--- src/hdl/stpm_pkg.sv ---
// Shared codes and types for the sorted table pointer mark engine.
`timescale 1ns / 1ps

package stpm_pkg;

  // item operation codes
  localparam logic [1:0] OP_CLEAR = 2'd0;
  localparam logic [1:0] OP_LOAD  = 2'd1;
  localparam logic [1:0] OP_PROBE = 2'd2;
  localparam logic [1:0] OP_READ  = 2'd3;

  // result status codes
  localparam logic [1:0] ST_OK    = 2'd0;
  localparam logic [1:0] ST_FULL  = 2'd1;
  localparam logic [1:0] ST_RANGE = 2'd2;

  // pointer tag bits that never belong to an object address
  localparam int PTR_LOW_BITS = 2;

  // compare flags from the shared step unit
  typedef struct packed {
    logic le;    // entry <= candidate
    logic eq;    // entry == candidate
    logic more;  // search window still wider than one entry
  } stpm_flags_t;

endpackage

--- src/hdl/stpm_step.sv ---
// Shared search step unit: address compare and window midpoint.
`timescale 1ns / 1ps

module stpm_step #(
  parameter int ADDR_WIDTH = 64,
  parameter int CW         = 13
) (
  input  logic [ADDR_WIDTH-1:0] entry,
  input  logic [ADDR_WIDTH-1:0] cand,
  input  logic [CW-1:0]         lo,
  input  logic [CW-1:0]         hi,
  output stpm_pkg::stpm_flags_t flags,
  output logic [CW-1:0]         mid
);
  import stpm_pkg::*;

  logic [CW:0]   sum;
  logic [CW-1:0] span;

  assign sum  = {1'b0, lo} + {1'b0, hi};
  assign mid  = sum[CW:1];
  assign span = hi - lo;

  assign flags.le   = (entry <= cand);
  assign flags.eq   = (entry == cand);
  assign flags.more = (span > CW'(1));

endmodule

--- config.mk ---
export PLATFORM = sky130hd
export DESIGN_NAME = stpm_step
export DESIGN_NICKNAME = d
export VERILOG_FILES = /design/src/hdl/stpm_pkg.sv /design/src/hdl/stpm_step.sv
export SDC_FILE = /design/constraint.sdc
export NUM_CORES = 1
export LEC_CHECK = 0
export ABC_CLOCK_PERIOD_IN_PS = 3600
export CAP_MARGIN = 20
export CORE_ASPECT_RATIO = 1.75
export CORE_MARGIN = 2
export CORE_UTILIZATION = 55
export DETAILED_ROUTE_END_ITERATION = 12
export DONT_BUFFER_PORTS = 1
export GPL_ROUTABILITY_DRIVEN = 0
export GPL_TIMING_DRIVEN = 0
export MAX_ROUTING_LAYER = met4
export PLACE_DENSITY = 0.7
export SYNTH_ARGS = -nofsm -noshare
export SYNTH_HDL_FRONTEND = slang
export SYNTH_SLANG_ARGS = --single-unit
--- constraint.sdc ---
create_clock -name vclk -period 3.6
set_input_delay 0.36 -clock vclk [all_inputs]
set_output_delay 0.36 -clock vclk [all_outputs]
set_load 0.05 [all_outputs]
==> results of run 1 <==
==> layout by cell type, fill, tap and decap left out, drive strengths merged, types with 9 or more instances in the layout <==
master / instances
inv: 90
xor2: 9
a21o: 33
nand4: 16
nand2: 9
ha: 89
a21oi: 30
nor2: 18
o21ai: 12
==> power groups by stage <==
| stage | clock, mW | combinational (mW) | sequential (mW) |
|---|---|---|---|
| after detailed placement | 0 | 0.468 | 0 |
| after CTS | 0 | 0.471 | 0 |
| final | 0 | 0.468 | 0 |
| after global placement | 0 | 0.461 | 0 |
| after floorplan | 0 | 0.404 | 0 |
| after global routing | 0 | 0.523 | 0 |
==> cell families (layout without fill, tap and decap cells) <==
family | Yosys count | in the layout | share of synthesized area, %
buf+inv | 97 | 97 | 13.36
compound gates | 107 | 107 | 27.04
xor+xnor | 15 | 15 | 4.709
simple gates | 69 | 69 | 13.18
mux | 1 | 1 | 0.3588
fa+ha+maj | 91 | 91 | 41.35
==> worst paths after layout <==
| kind | cells past startpoint | end | slack (ns) |
|---|---|---|---|
| hold / removal | 3 | mid[0] | 1.16 |
| setup / recovery | 11 | mid[11] | 0.22 |
==> final cells by class <==
type / count / area (sq um) / area share [%]
Buffer: 7 / 35.03 / 1.226
Inverter: 90 / 337.8 / 11.82
Multi-Input combinational cell: 283 / 2417 / 84.59
Tap cell: 54 / 67.56 / 2.364
==> metrics by stage <==
step	cells	utilization [%]
global route	434	57.91
detailed placement	434	57.91
CTS	434	57.91
floorplan	380	-
global placement	434	57.91
finish	434	57.91
==> cells in the mapped netlist (2+ instances only) <==
cell / count
a21o_1: 33
a21oi_1: 29
a31oi_1: 2
clkbuf_1: 4
fa_1: 2
ha_1: 89
inv_1: 90
nand2_1: 9
nand3_1: 4
nand4_1: 16
nor2_1: 18
nor2b_1: 4
nor3_1: 6
nor4_1: 3
o21a_1: 5
o21ai_0: 12
o21bai_1: 4
o31ai_1: 3
or2_2: 2
xnor2_1: 6
xor2_1: 9
==> layer usage <==
| layer | share of wire (%) | vias to the layer above | global-route usage [%] |
|---|---|---|---|
| met1 | 36 | 1121 | 21.57 |
| met4 | 1.5 | 0 | 2.683 |
| li1 | - | 1325 | - |
| met3 | 8.6 | 10 | 3.311 |
| met2 | 54 | 123 | 43.53 |
| met5 | 0 | - | - |
==> critical path, cell delays in order <==
cell and delay (ns):
ha_1 0.15, inv_1 0.05, fa_1 0.39, o21bai_1 0.16
a21o_1 0.19, a21oi_2 0.09, o31ai_1 0.30, a311oi_1 0.22
o21bai_1 0.17, a21oi_1 0.10, xnor2_1 0.85
==> results.txt, run 1 <==
Sequential power share: 0%
Post_cts resized: 0
VDD IR max: 0.1579 mV
Post-Syn Area per Cell: 7.343 sq um
Leakage: 1.767 nW
Power per standard cell area: 163.6 mW/mm^2
Final setup TNS: 0 ns
I/O pin total: 170
Top cells by area, synth: ha_1, inv_1, a21o_1, a21oi_1, nand4_1
Post-route ant nets: 0
CP Max Fanout: 2
Post-synth top area cell: ha_1
Worst hold path type: in2out
Initial antenna violation count: 0
Drt pass-1 iters: 4
Post-route cell area: 0.002858 sq mm
Total grt overflow: 0
Register area share after synthesis: 0%
Fin. Hold Viols: 0
WL final: 6314 microns
Minimum clock period: 3.377 ns
Avg WL per Cell: 14.55 microns
Total GRT Usage: 21.78%
Period utilization: 93.81%
Drc violations: 0
Total die area: 0.005681 sq mm
DP Area: 0.002858 sq mm
Post-CTS Setup Bufs: 0
Filler cells: 477
Number of global-route vias before repair: 2608
Largest net degree at the start of global routing: 10
# hold bufs at CTS: 0
RSZ-0062 raised after global routing: no
Logic pwr share: 100.0%
Worst hold slack: 1.165 ns
Setup Viol. Count Final: 0
Place WS: 0.2375 ns
Vias/cell: 5.942
Netlist Area Pre-Place: 0.002790 sq mm
Reg area: 0 sq um
# nets final: 627
Area Growth Syn to Fin: 2.421%
Via count of the routed design: 2579
Total Power: 0.4676 mW
Slew headroom: 22.85%
Critical path launch point type: primary input
Worst Hold Launch: lo[1]
DRT iter0 DRCs: 51
Run status: finished, final reports clean
Critical path data required time: 3.24 ns
Final Max Slew Viols: 0
Post-synthesis cell type count: 51
Std cell rows: 34
Hpwl dp: 5968 microns
Mapped Cells: 380
Yosys warns: 0
Seq Cell Count: 0
Clkbuf count: 0
Synth Net Count: 625
CP arrival: 3.02 ns
Port bufs: 0
Die Width: 57.84 microns
Internal cell power: 0.1631 mW
ANT cells: 0
Sw Ratio: 65.12%
Final worst slack: 0.2229 ns
Net Switching: 0.3045 mW
Max-cap violations: 0
Critical path type: in2out
Crit end category: output port
Proportion of layout cells with a drive suffix above 1: 2.895%
Starting Density: 56.54%
Synth top area share: 39.91%
Fmax: 296.1 MHz
Slew @ Worst Pin: 1.149 ns
Global-route wire length before repair: 10190 microns
CORE AREA: 0.004935 sq mm
First element of the critical path: lo[0]
Die extent in y: 98.22 microns
Clock power frac: 0%
No activity file was read; power rests on OpenSTA's default activity.
==> inputs of run 2 (changes only) <==
--- a/config.mk
+++ b/config.mk
@@ -5,6 +5,7 @@
 export SDC_FILE = /design/constraint.sdc
 export NUM_CORES = 1
 export LEC_CHECK = 0
+export ABC_AREA = 1
 export ABC_CLOCK_PERIOD_IN_PS = 3600
 export CAP_MARGIN = 20
 export CORE_ASPECT_RATIO = 1.75
==> results.txt, run 2 <==
Filler cells: 549
Compound-Gate Fraction of Synth Area: 14.21%
Number of global-route vias before repair: 3011
Port bufs: 0
Total grt overflow: 0
Leakage: 1.994 nW
Netlist Area Pre-Place: 0.003020 sq mm
DP Area: 0.003113 sq mm
Crit end category: output port
Max-cap violations: 0
Most common cell in the netlist: nand2_1
Critical path data required time: 3.24 ns
First element of the critical path: lo[0]
Total die area: 0.006124 sq mm
# hold bufs at CTS: 0
Power per standard cell area: 158.2 mW/mm^2
Critical path launch point type: primary input
RSZ-0062 raised after global routing: no
Final Max Slew Viols: 0
Sw Ratio: 69.16%
Register area share after synthesis: 0%
Avg WL per Cell: 11.98 microns
Slew @ Worst Pin: 1.101 ns
Sequential power share: 0%
Total GRT Usage: 23.18%
Slew headroom: 26.29%
Clkbuf count: 0
Post-route cell area: 0.003113 sq mm
Internal cell power: 0.1519 mW
Period utilization: 76.51%
Synth Net Count: 756
Non-Filler Instances: 585
Area Growth Syn to Fin: 3.066%
Commonest non-fill, non-tap cells in the layout: nand2_1, inv_1, ha_1, a21oi_1, nor2_1
Die extent in y: 102.0 microns
Global-route wire length before repair: 11270 microns
I/O pin total: 170
DRT iter0 DRCs: 52
Vias/cell: 5.195
Top cells by count, synth: nand2_1, inv_1, ha_1
Post-Synth Adder-Cell Area: 38.19%
Logic pwr share: 100.0%
Net Switching: 0.3405 mW
XOR/XNOR share of the synthesized area: 2.900%
Die Width: 60.02 microns
Synth top area share: 36.87%
Proportion of layout cells with a drive suffix above 1: 4.110%
Std cell rows: 35
Commonest non-fill, non-tap cell in the layout: nand2_1
VDD IR max: 0.1570 mV
Drc violations: 0
WL final: 7010 microns
Starting Density: 57.00%
Fmax: 363.1 MHz
CORE AREA: 0.005299 sq mm
Final setup TNS: 0 ns
CP arrival: 2.39 ns
Initial antenna violation count: 0
Post-Syn Area per Cell: 5.911 sq um
Top cells by area, synth: ha_1, nand2_1, inv_1, a21oi_1, nor2_1
Fin. Hold Viols: 0
ANT cells: 0
Post_cts resized: 0
Minimum clock period: 2.754 ns
Largest net degree at the start of global routing: 10
Post-route ant nets: 0
Critical path type: in2out
Run status: finished, final reports clean
Post-Synth Simple-Gate Area: 28.17%
Drt pass-1 iters: 4
Seq Cell Count: 0
# nets final: 758
Clock power frac: 0%
Via count of the routed design: 3039
Post-CTS Setup Bufs: 0
CP Max Fanout: 4
Main combinational cell family by area after synthesis: adder cells
Post-synth top area cell: ha_1
Cells after DPL: 585
Yosys warns: 0
Post-synthesis mux area share: 0%
Post-synthesis cell type count: 27
Setup Viol. Count Final: 0
Mapped Cells: 511
Reg area: 0 sq um
Worst Hold Launch: lo[1]
Hpwl dp: 6697 microns
Worst hold path type: in2out
[run 2: cell types whose count changed in the layout (fill, tap and decap cells not counted), sizes merged, moves of 10 or more]
cell   delta
nand2   +121
inv      +35
a21o     -30
nand3    +22
nor2     +21
a21oi    +16
nand4    -10
[run 2: power by group through the flow]
stage / Clock (mW) / Combinational, mW / Sequential (mW)
finish: 0 / 0.492 / 0
global route: 0 / 0.561 / 0
CTS: 0 / 0.497 / 0
detailed placement: 0 / 0.495 / 0
global placement: 0 / 0.486 / 0
floorplan: 0 / 0.423 / 0
[run 2: path summary, 6_finish.rpt]
check,end,slack (ns),cells past startpoint
setup / recovery,mid[11],0.85,8
hold / removal,mid[0],1.17,3
[run 2: worst max-delay path, stage by stage]
cell and delay, ns:
ha_1 0.16, inv_1 0.06, fa_1 0.43, o21ai_2 0.27
a21o_1 0.17, nand2_1 0.06, nand2_1 0.07, xor2_1 0.81
[run 2: metal layers]
| metal | share of wire [%] | GRT usage, % | vias to the layer above |
|---|---|---|---|
| met4 | 2.5 | 5.128 | 0 |
| met5 | 0 | - | - |
| met3 | 6.5 | 3.038 | 16 |
| met2 | 55 | 48.66 | 119 |
| li1 | - | - | 1616 |
| met1 | 35 | 20.14 | 1288 |
[run 2: area by class of cell]
type                       instances  area (sq um)  share of cell area [%]
multi-input combinational        383          2521                   80.99
inverter                         125         469.2                   15.07
tap                               74         92.59                   2.974
buffer                             3         30.03                  0.9646
[run 2: through the flow]
stage / total power [mW] / utilization [%] / hold slack [ns] / setup WS, ns
floorplan: 0.4229 / - / 1.148 / 1.065
finish: 0.4924 / 58.75 / 1.169 / 0.8456
detailed placement: 0.4953 / 58.75 / 1.176 / 0.8296
global route: 0.5613 / 58.75 / 1.209 / 0.7253
CTS: 0.4973 / 58.75 / 1.175 / 0.8260
global placement: 0.4862 / 58.75 / 1.180 / 0.8530
[run 2: kinds of logic (layout without fill, tap and decap cells)]
group,count (synthesis),in the layout
xor gates and xnor gates,10,10
and+or+nand+nor,208,208
AOI/OAI and AO/OA,74,74
adders and majority gates,91,91
buffers and inverters,128,128
==> inputs of run 3 (changes only) <==
--- a/config.mk
+++ b/config.mk
@@ -6,7 +6,7 @@
 export NUM_CORES = 1
 export LEC_CHECK = 0
 export ABC_AREA = 1
-export ABC_CLOCK_PERIOD_IN_PS = 3600
+export ABC_CLOCK_PERIOD_IN_PS = 2250
 export CAP_MARGIN = 20
 export CORE_ASPECT_RATIO = 1.75
 export CORE_MARGIN = 2
@@ -16,7 +16,7 @@
 export GPL_ROUTABILITY_DRIVEN = 0
 export GPL_TIMING_DRIVEN = 0
 export MAX_ROUTING_LAYER = met4
-export PLACE_DENSITY = 0.7
+export PLACE_DENSITY = 0.73
 export SYNTH_ARGS = -nofsm -noshare
 export SYNTH_HDL_FRONTEND = slang
 export SYNTH_SLANG_ARGS = --single-unit
==> constraint.sdc (replaced) <==
create_clock -name vclk -period 2.25
set_input_delay 0.225 -clock vclk [all_inputs]
set_output_delay 0.225 -clock vclk [all_outputs]
set_load 0.05 [all_outputs]
==> results.txt, run 3 (synthesis results as in run 2) <==
Drc violations: 0
Logic pwr share: 100.0%
DP Area: 0.003128 sq mm
Initial antenna violation count: 0
Fin. Hold Viols: 0
Fmax: 461.8 MHz
Post-route cell area: 0.003288 sq mm
Commonest non-fill, non-tap cells in the layout: nand2_1, inv_1, ha_1, a21oi_1, nor2_1
Slew headroom: 21.62%
Post-route ant nets: 0
Clkbuf count: 0
Clock power frac: 0%
Drt pass-1 iters: 5
Crit end category: output port
Worst hold path type: in2out
Critical path type: in2out
Port bufs: 0
First element of the critical path: lo[6]
Area Growth Syn to Fin: 8.865%
CP arrival: 1.94 ns
Total die area: 0.006124 sq mm
Leakage: 2.023 nW
Period utilization: 96.25%
Proportion of layout cells with a drive suffix above 1: 7.407%
Std cell rows: 35
Total Power: 0.8663 mW
Critical path data required time: 2.03 ns
Sequential power share: 0%
Max-cap violations: 0
Largest net degree at the start of global routing: 10
Total grt overflow: 0
Starting Density: 57.00%
Slew @ Worst Pin: 1.170 ns
Run status: finished, final reports clean
CORE AREA: 0.005299 sq mm
Sw Ratio: 68.28%
Commonest non-fill, non-tap cell in the layout: nand2_1
Total GRT Usage: 25.01%
WL final: 7575 microns
Via count of the routed design: 3095
Internal cell power: 0.2748 mW
Number of global-route vias before repair: 3036
CP Max Fanout: 3
Avg WL per Cell: 12.90 microns
Global-route wire length before repair: 11940 microns
Hpwl dp: 7008 microns
Die extent in y: 102.0 microns
Die Width: 60.02 microns
Power per standard cell area: 263.5 mW/mm^2
ANT cells: 0
Critical path launch point type: primary input
Net Switching: 0.5915 mW
VDD IR max: 0.2061 mV
# nets final: 760
# hold bufs at CTS: 0
Seq Cell Count: 0
DRT iter0 DRCs: 55
RSZ-0062 raised after global routing: yes
Minimum clock period: 2.166 ns
Crit path to: mid[12]
Vias/cell: 5.273
Final Max Slew Viols: 0
Setup Viol. Count Final: 0
Reg area: 0 sq um
I/O pin total: 170
run 3: cell types whose count changed in the layout (fill, tap and decap cells not counted), moves of 2 or more:
cell,previous run,this run
xor2_4,0,5
nor2_1,38,36
nor2_2,1,3
xor2_2,0,3
buf_4,1,3
xor2_1,10,2
run 3: worst min-delay path by stage:
stage	start	end	slack, ns	cells past startpoint
floorplan	hi[12]	mid[11]	0.86	2
global placement	lo[1]	mid[0]	0.89	3
detailed placement	lo[1]	mid[0]	0.90	3
CTS	lo[1]	mid[0]	0.89	3
global route	lo[1]	mid[0]	0.91	3
finish	lo[1]	mid[0]	0.89	3
run 3: power by group through the flow:
| stage | registers (mW) | logic, mW | clock network (mW) |
|---|---|---|---|
| 2_1_floorplan | 0 | 0.682 | 0 |
| 3_3_place_gp | 0 | 0.787 | 0 |
| 3_5_place_dp | 0 | 0.803 | 0 |
| 4_1_cts | 0 | 0.827 | 0 |
| 5_1_grt | 0 | 0.974 | 0 |
| 6_report | 0 | 0.866 | 0 |
run 3: timing repair:
action	in CTS	in global routing
pin swaps	0	4
buffers inserted	0	2
setup endpoints to repair	7	8
resized for setup	7	13
run 3: layout make-up:
cell class | instances | area [sq um]
multi-input combinational | 383 | 2681
fill | 555 | 2011
inverter | 125 | 469.2
timing repair buffer | 2 | 15.01
buffer | 3 | 30.03
tap | 74 | 92.59
run 3: through the flow:
| stage | TNS, ns | utilization, % | setup WS [ns] | instances | hold WS (ns) |
|---|---|---|---|---|---|
| floorplan | 0 | - | 0.01395 | 511 | 0.8584 |
| global placement | -0.6435 | 59.03 | -0.2303 | 585 | 0.8905 |
| detailed placement | -0.7563 | 59.03 | -0.2471 | 585 | 0.8952 |
| CTS | 0 | 60.05 | 0.007753 | 585 | 0.8946 |
| global route | -0.06639 | 62.05 | -0.05790 | 587 | 0.9128 |
| finish | 0 | 62.05 | 0.08438 | 587 | 0.8904 |
run 3: worst max-delay path, stage by stage:
cell      delay [ns]
inv_2           0.02
ha_4            0.23
buf_6           0.11
inv_1           0.07
a21oi_1         0.08
o21bai_1        0.17
a21oi_2         0.09
o211ai_1        0.93
run 3: layer usage:
layer / track usage [%] / vias to the layer above / share of wire (%)
met1: 22.10 / 1354 / 34
li1: - / 1612 / -
met5: - / - / 0
met2: 52.17 / 113 / 58
met4: 7.009 / 0 / 2.5
met3: 2.025 / 16 / 5.9
